## src/rtl/mqsb_pkg.sv

```systemverilog
// Shared types and codes for the multi-queue shared buffer.
// Depends on nothing; imported by the top level.
`timescale 1ns / 1ps

package mqsb_pkg;

  localparam int KIND_W   = 1;
  localparam int QID_W    = 3;
  localparam int VALUE_W  = 32;
  localparam int STATUS_W = 2;

  localparam logic [KIND_W-1:0] KIND_ENQ = 1'b0;
  localparam logic [KIND_W-1:0] KIND_DEQ = 1'b1;

  localparam logic [STATUS_W-1:0] ST_DONE      = 2'd0;
  localparam logic [STATUS_W-1:0] ST_OVERFLOW  = 2'd1;
  localparam logic [STATUS_W-1:0] ST_UNDERFLOW = 2'd2;

  typedef enum logic [3:0] {
    S_CLEAR = 4'b0001,
    S_IDLE  = 4'b0010,
    S_LOOK  = 4'b0100,
    S_POP   = 4'b1000
  } state_t;

endpackage

```

## src/rtl/mqsb_ram.sv

```systemverilog
// Simple dual-port synchronous RAM: one write port, one registered read port.
// Depends on nothing.
`timescale 1ns / 1ps

module mqsb_ram #(
  parameter int WIDTH = 8,
  parameter int DEPTH = 16,
  parameter int AW    = (DEPTH > 1) ? $clog2(DEPTH) : 1
) (
  input  logic             clk,
  input  logic             we,
  input  logic [AW-1:0]    waddr,
  input  logic [WIDTH-1:0] wdata,
  input  logic [AW-1:0]    raddr,
  output logic [WIDTH-1:0] rdata
);

  logic [WIDTH-1:0] mem [DEPTH];

  always_ff @(posedge clk) begin
    if (we) begin
      mem[waddr] <= wdata;
    end
    rdata <= mem[raddr];
  end

endmodule

```

## src/rtl/multi_queue_shared_buffer.sv

```systemverilog
// Top level of the multi-queue shared buffer: control, free list and result register.
// Depends on mqsb_pkg and mqsb_ram (slot data, slot link and queue table stores).
//
//   Channel  Ports                                                Direction
//   in       in_valid, in_stall, in_kind, in_queue_id, in_value   request in
//   out      out_valid, out_stall, out_read_value, out_status,    result out
//            out_queue_empty, out_buffer_full
//
// An enqueue finishes in S_LOOK, once the registered read of the queue table is back; a
// dequeue goes on to S_POP for the read of the link and data stores at the queue head.
// After reset a clearing pass over all QUEUES entries empties the queue table; in_stall is
// high meanwhile. A request is taken only when the previous one has finished; a stalled
// result holds the final step until the result register frees up.
`timescale 1ns / 1ps

module multi_queue_shared_buffer #(
  parameter int ENTRIES    = 64,
  parameter int QUEUES     = 8,
  parameter int DATA_WIDTH = 32
) (
  input  logic                                 clk,
  input  logic                                 rst_n,
  input  logic                                 in_valid,
  output logic                                 in_stall,
  input  logic [mqsb_pkg::KIND_W-1:0]          in_kind,
  input  logic [mqsb_pkg::QID_W-1:0]           in_queue_id,
  input  logic signed [mqsb_pkg::VALUE_W-1:0]  in_value,
  output logic                                 out_valid,
  input  logic                                 out_stall,
  output logic signed [mqsb_pkg::VALUE_W-1:0]  out_read_value,
  output logic [mqsb_pkg::STATUS_W-1:0]        out_status,
  output logic                                 out_queue_empty,
  output logic                                 out_buffer_full
);

  import mqsb_pkg::*;

  localparam int DW = (DATA_WIDTH < VALUE_W) ? DATA_WIDTH : VALUE_W;
  localparam int LW = $clog2(ENTRIES + 1);
  localparam int SW = $clog2(ENTRIES);
  localparam int QW = (QUEUES > 1) ? $clog2(QUEUES) : 1;
  localparam int QE = LW + SW;
  localparam logic [LW-1:0] LINK_NULL = LW'(ENTRIES);

  state_t              state_r, state_nxt;
  logic [QW-1:0]       clr_r, clr_nxt;
  logic [LW-1:0]       free_head_r, free_head_nxt;
  logic [LW-1:0]       fill_r, fill_nxt;
  logic [KIND_W-1:0]   kind_r;
  logic                qvalid_r;
  logic [QW-1:0]       qaddr_r;
  logic [DW-1:0]       value_r;

  logic                out_valid_r, out_valid_nxt;
  logic [VALUE_W-1:0]  out_read_value_r, out_read_value_nxt;
  logic [STATUS_W-1:0] out_status_r, out_status_nxt;
  logic                out_queue_empty_r, out_queue_empty_nxt;
  logic                out_buffer_full_r, out_buffer_full_nxt;
  logic                load;

  logic                accept;
  logic                out_free;

  logic                qt_we;
  logic [QW-1:0]       qt_waddr, qt_raddr;
  logic [QE-1:0]       qt_wdata, qt_rdata;
  logic                lk_we;
  logic [SW-1:0]       lk_waddr, lk_raddr;
  logic [LW-1:0]       lk_wdata, lk_rdata;
  logic                dt_we;
  logic [SW-1:0]       dt_waddr, dt_raddr;
  logic [DW-1:0]       dt_wdata, dt_rdata;

  logic [LW-1:0]       q_head;
  logic [SW-1:0]       q_tail;
  logic                q_empty;
  logic                free_null;
  logic                fresh;
  logic [LW-1:0]       next_free;
  logic [LW-1:0]       new_head;

  mqsb_ram #(.WIDTH(QE), .DEPTH(QUEUES)) u_queue_table (
    .clk(clk), .we(qt_we), .waddr(qt_waddr), .wdata(qt_wdata),
    .raddr(qt_raddr), .rdata(qt_rdata)
  );

  mqsb_ram #(.WIDTH(LW), .DEPTH(ENTRIES)) u_slot_link (
    .clk(clk), .we(lk_we), .waddr(lk_waddr), .wdata(lk_wdata),
    .raddr(lk_raddr), .rdata(lk_rdata)
  );

  mqsb_ram #(.WIDTH(DW), .DEPTH(ENTRIES)) u_slot_data (
    .clk(clk), .we(dt_we), .waddr(dt_waddr), .wdata(dt_wdata),
    .raddr(dt_raddr), .rdata(dt_rdata)
  );

  assign in_stall  = (state_r != S_IDLE);
  assign accept    = in_valid && !in_stall;
  assign out_free  = !out_valid_r || !out_stall;

  assign q_head    = qt_rdata[SW +: LW];
  assign q_tail    = qt_rdata[SW-1:0];
  assign q_empty   = (q_head == LINK_NULL);
  assign free_null = (free_head_r == LINK_NULL);
  // Slots at or above the fill mark have never been handed out and still chain to s+1.
  assign fresh     = (free_head_r >= fill_r);
  assign next_free = fresh ? (free_head_r + LW'(1)) : lk_rdata;
  assign new_head  = (q_head[SW-1:0] == q_tail) ? LINK_NULL : lk_rdata;

  assign qt_raddr  = (state_r == S_IDLE) ? QW'(in_queue_id) : qaddr_r;

  always_comb begin
    lk_raddr = free_head_r[SW-1:0];
    dt_raddr = q_head[SW-1:0];
    if (((state_r == S_LOOK) && (kind_r == KIND_DEQ)) || (state_r == S_POP)) begin
      lk_raddr = q_head[SW-1:0];
    end
  end

  always_comb begin
    state_nxt           = state_r;
    clr_nxt             = clr_r;
    free_head_nxt       = free_head_r;
    fill_nxt            = fill_r;
    qt_we               = 1'b0;
    qt_waddr            = qaddr_r;
    qt_wdata            = qt_rdata;
    lk_we               = 1'b0;
    lk_waddr            = q_tail;
    lk_wdata            = free_head_r;
    dt_we               = 1'b0;
    dt_waddr            = free_head_r[SW-1:0];
    dt_wdata            = value_r;
    load                = 1'b0;
    out_read_value_nxt  = out_read_value_r;
    out_status_nxt      = out_status_r;
    out_queue_empty_nxt = out_queue_empty_r;
    out_buffer_full_nxt = out_buffer_full_r;

    case (state_r)
      S_CLEAR: begin
        qt_we    = 1'b1;
        qt_waddr = clr_r;
        qt_wdata = {LINK_NULL, SW'(0)};
        clr_nxt  = clr_r + QW'(1);
        if (clr_r == QW'(QUEUES - 1)) begin
          state_nxt = S_IDLE;
        end
      end
      S_IDLE: begin
        if (accept) begin
          state_nxt = S_LOOK;
        end
      end
      S_LOOK: begin
        if (out_free) begin
          if (kind_r == KIND_ENQ) begin
            load               = 1'b1;
            out_read_value_nxt = '0;
            state_nxt          = S_IDLE;
            if (!qvalid_r || free_null) begin
              out_status_nxt      = ST_OVERFLOW;
              out_queue_empty_nxt = !qvalid_r || q_empty;
              out_buffer_full_nxt = free_null;
            end else begin
              out_status_nxt      = ST_DONE;
              out_queue_empty_nxt = 1'b0;
              out_buffer_full_nxt = (next_free == LINK_NULL);
              free_head_nxt       = next_free;
              if (fresh) begin
                fill_nxt = fill_r + LW'(1);
              end
              qt_we    = 1'b1;
              qt_wdata = {(q_empty ? free_head_r : q_head), free_head_r[SW-1:0]};
              lk_we    = !q_empty;
              lk_waddr = q_tail;
              lk_wdata = free_head_r;
              dt_we    = 1'b1;
            end
          end else if (!qvalid_r || q_empty) begin
            load                = 1'b1;
            out_read_value_nxt  = '0;
            out_status_nxt      = ST_UNDERFLOW;
            out_queue_empty_nxt = 1'b1;
            out_buffer_full_nxt = free_null;
            state_nxt           = S_IDLE;
          end else begin
            state_nxt = S_POP;
          end
        end
      end
      S_POP: begin
        if (out_free) begin
          load                = 1'b1;
          out_read_value_nxt  = VALUE_W'(dt_rdata);
          out_status_nxt      = ST_DONE;
          out_queue_empty_nxt = (new_head == LINK_NULL);
          out_buffer_full_nxt = 1'b0;
          qt_we               = 1'b1;
          qt_wdata            = {new_head, q_tail};
          lk_we               = 1'b1;
          lk_waddr            = q_head[SW-1:0];
          lk_wdata            = free_head_r;
          free_head_nxt       = q_head;
          state_nxt           = S_IDLE;
        end
      end
      default: begin
        state_nxt = S_CLEAR;
      end
    endcase
  end

  assign out_valid_nxt = load || (out_valid_r && out_stall);

  always_ff @(posedge clk) begin
    if (!rst_n) begin
      state_r     <= S_CLEAR;
      clr_r       <= '0;
      free_head_r <= '0;
      fill_r      <= '0;
      out_valid_r <= 1'b0;
    end else begin
      state_r     <= state_nxt;
      clr_r       <= clr_nxt;
      free_head_r <= free_head_nxt;
      fill_r      <= fill_nxt;
      out_valid_r <= out_valid_nxt;
    end
  end

  always_ff @(posedge clk) begin
    if (accept) begin
      kind_r   <= in_kind;
      qvalid_r <= (int'(in_queue_id) < QUEUES);
      qaddr_r  <= QW'(in_queue_id);
      value_r  <= DW'(in_value);
    end
    out_read_value_r  <= out_read_value_nxt;
    out_status_r      <= out_status_nxt;
    out_queue_empty_r <= out_queue_empty_nxt;
    out_buffer_full_r <= out_buffer_full_nxt;
  end

  assign out_valid       = out_valid_r;
  assign out_read_value  = out_read_value_r;
  assign out_status      = out_status_r;
  assign out_queue_empty = out_queue_empty_r;
  assign out_buffer_full = out_buffer_full_r;

endmodule

```

## config.mk

```make
export PLATFORM = sky130hd
export DESIGN_NAME = multi_queue_shared_buffer
export DESIGN_NICKNAME = d
export VERILOG_FILES = /design/src/rtl/mqsb_pkg.sv /design/src/rtl/mqsb_ram.sv /design/src/rtl/multi_queue_shared_buffer.sv
export SDC_FILE = /design/constraint.sdc
export NUM_CORES = 2
export LEC_CHECK = 0
export BUFFER_PORTS_ARGS = -buffer_cell sky130_fd_sc_hd__buf_4
export CAP_MARGIN = 20
export CORE_MARGIN = 2
export CORE_UTILIZATION = 55
export CTS_CLUSTER_DIAMETER = 80
export DETAILED_ROUTE_END_ITERATION = 6
export GPL_TIMING_DRIVEN = 0
export PLACE_DENSITY = 0.73
export SETUP_SLACK_MARGIN = 0.2
export SKIP_CTS_REPAIR_TIMING = 1
export SLEW_MARGIN = 20
export SYNTH_ARGS = -nofsm -noshare
export SYNTH_HDL_FRONTEND = slang
export SYNTH_SLANG_ARGS = --single-unit
```

## constraint.sdc

```tcl
create_clock -name clk -period 4.7 [get_ports clk]
set_input_delay 1.175 -clock clk [delete_from_list [all_inputs] [get_ports clk]]
set_output_delay 1.175 -clock clk [all_outputs]
set_load 0.02 [all_outputs]
```

==> flow_metrics.tcl <==
set metrics [dict create \
    hold_class "primary input to flip-flop" \
    coreArea_um2 190400 \
    htreeDepth 5 \
    detail_route.wl_per_cell_um 37.53 \
    power_frac_seq_pct 53.2 \
    clkLatencyLatePin_ps 920 \
    cp.arrival_ps 5340 \
    power_leakage_nw 39.89 \
    root_buffer "clkbuf_16" \
    dr.pass1.iters 7 \
    num_vias 57230 \
    path_class "flip-flop to flip-flop" \
    routed_wl_um 311000 \
    pwr-share-clk_pct 43.7 \
    combPwrFrac_pct 3.1 \
    track_usage_pct 31.55 \
    post-dp-hpwl_um 194800 \
    avgSynthCellArea_um2 21.46 \
    drv_slew 0 \
    die_w_um 442.0 \
    crit_path_max_fanout 10 \
    worstPathRequired_ps 5240 \
    synth_edf_count 2672 \
    overflow 0 \
    p_per_area_nw_per_um2 403.2 \
    ys.flop_type "edfxtp_1" \
    design.die.area_um2 195300 \
    antenna_found_initial 22 \
    grt_pass1_wl_um 430200 \
    ys_top_cells_by_area "edfxtp_1, mux4_2, dfxtp_1, nand2_1, mux2i_1" \
    path_clk_slew_ps 60 \
    drcViolationCount 3 \
    io_buffers 77 \
    dr.max_layer_used "met5" \
    yosys_warnings 0 \
    die-height_um 442.0 \
    wl_met2_um 146600 \
    synth_cell_types 78 \
    whs_ps 422.1 \
    mostFrequentLayoutCells "edfxtp_1, mux4_2, nand2_1, clkbuf_16, clkbuf_1" \
    intPower_mw 39.82 \
    ant_nets 0 \
    syn_nets 4968 \
    io_pins 78 \
    max_freq_mhz 208.0 \
    via_per_inst 6.906 \
    gp_congestion 0.9471 \
    async_flop_share_pct 0 \
    initial_core_util_pct 55.42 \
    drive_above_1_share_pct 29.82 \
    area_growth_syn_to_layout_pct 17.62 \
    end_kind "flip-flop" \
    setup_slack_ps -108.4 \
    slew_headroom_pct 11.97 \
    fin_nets 5584 \
    min_period_ps 4808 \
    power_mw 50.04 \
    yosysSeqAreaShare_pct 77.45 \
    grt_pass1_vias 56170 \
    synthCells 4916 \
    worstSetupStartpointType "flip-flop" \
    drt-initial-drc-count 9103 \
    status "finished with violations" \
    grt_max_degree 71 \
    switching_share_pct 20.43 \
    synth.top_cell.area_share_pct 76.05 \
    final_common_cell "edfxtp_1" \
    rsz0062_at_grt "true" \
    cts_buffers 289 \
    dp_slack_ps -954.6 \
    cts_sinks 2746 \
    violations "design-rule violations, negative setup slack" \
    core.rowCount 160 \
    synth.largest_area_cell "edfxtp_1" \
    p_switching_mw 10.22 \
    vdd_drop_max_v 0.0003682 \
    cts_tree "done" \
    ys_ff_latch 2746 \
    final_util_pct 65.18 \
    clockBufferDepth 4 \
    fin_crit_sh_pct 102.3 \
    synth_area_um2 105500 \
    tightest_slew_ps 1320 \
    fin_skew_ps 75.69 \
    finalHoldViolCount 0 \
    wl_met3_um 38490 \
    setup_viol 74 \
    met1Wirelength_um 104200 \
    n_fill_cell 11730 \
    cap_violations 0 \
]
[logic make-up after synthesis]
logic type      Yosys count  synth area share (%)
buf+inv                 273                 1.213
simple gates            769                 3.249
flops                  2746                 77.45
compound gates          274                 1.771
fa+ha+maj                12                0.1423
xor+xnor                 19                0.1577
mux                     823                 16.01
[area by class of cell]
type,count,area [um2],area share [%]
antenna,35,87.58,0.07058
clock inverter,120,1031,0.8308
multi-input combinational,1897,23230,18.72
sequential,2746,81740,65.87
clock buffer,380,7815,6.298
timing repair buffer,326,5729,4.617
tap,2511,3142,2.532
buffer,252,1237,0.9972
inverter,20,75.07,0.06050
[cells in the mapped netlist (all sizes together) (5+ instances only)]
cell and instances:
a2111oi 6, a211oi 7, a21boi 8, a21oi 92, a222oi 6, a31oi 20
a32oi 7, and2 12, and3 40, buf 157, clkbuf 96, dfxtp 74
edfxtp 2672, ha 12, inv 20, mux2 33, mux2i 103, mux4 687
nand2 358, nand3 93, nand3b 10, nand4 22, nor2 184, nor2b 5
nor3 12, nor4 5, o211ai 11, o21a 6, o21ai 38, o221a 5
o221ai 21, o22ai 13, o31ai 5, or3 6, or4 7, xnor2 14
xor2 5
[state kept, by name, summed over array words and instances, names as in the netlist]
signal,cells
u_slot_data.mem,2048
u_slot_link.mem,448
u_queue_table.mem,104
dt_wdata,32
out_read_value,32
u_slot_data.rdata,32
u_queue_table.rdata,13
fill_r,7
free_head_r,7
u_slot_link.rdata,7
state_r,4
clr_r,3
qaddr_r,3
out_status,2
kind_r,1
out_buffer_full,1
out_queue_empty,1
out_valid,1
[power groups by stage]
stage / clock, mW / sequential, mW / combinational (mW)
3_5_place_dp: 0 / 27.1 / 1.48
3_3_place_gp: 0 / 27.1 / 1.45
6_report: 21.9 / 26.6 / 1.54
4_1_cts: 22.0 / 26.6 / 1.51
2_1_floorplan: 0 / 27.1 / 0.912
5_1_grt: 22.9 / 26.6 / 1.57
[critical path: stages (launching register included)]
cell      delay [ps]
dfxtp_1          410
buf_2            440
clkbuf_1         740
clkbuf_1         750
buf_2            600
xor2_1           140
nor3_1           280
nor2_1           190
a222oi_1         620
inv_1            270
[final timing paths]
check	slack [ps]	depth (start not counted)	to	start
worst max-delay path	-110	9	u_queue_table.mem[0][11]$_DFFE_PP_	u_queue_table.rdata[7]$_DFF_P_
worst min-delay path	420	1	dt_wdata[7]$_DFFE_PP_	in_value[7]
worst max register to register	-110	9	u_queue_table.mem[0][11]$_DFFE_PP_	u_queue_table.rdata[7]$_DFF_P_
worst min register to register	500	1	out_read_value[0]$_SDFFCE_PP0P_	u_slot_data.rdata[0]$_DFF_P_
[metrics by stage]
step	TNS (ps)	cell area (um2)	cells
after floorplan	0	105500	4916
after global placement	-7813730	109200	7504
after detailed placement	-731080	114400	7713
after CTS	-687460	123300	8213
after global routing	-3464	124100	8280
final	-3946	124100	8287
[metal layers]
layer  global-route usage (%)  up-vias
li1                         -    21740
met4                    18.10       12
met1                    40.98    29340
met5                        0        -
met3                    7.786     1053
met2                    49.16     5093
No activity file was read; power rests on OpenSTA's default activity.
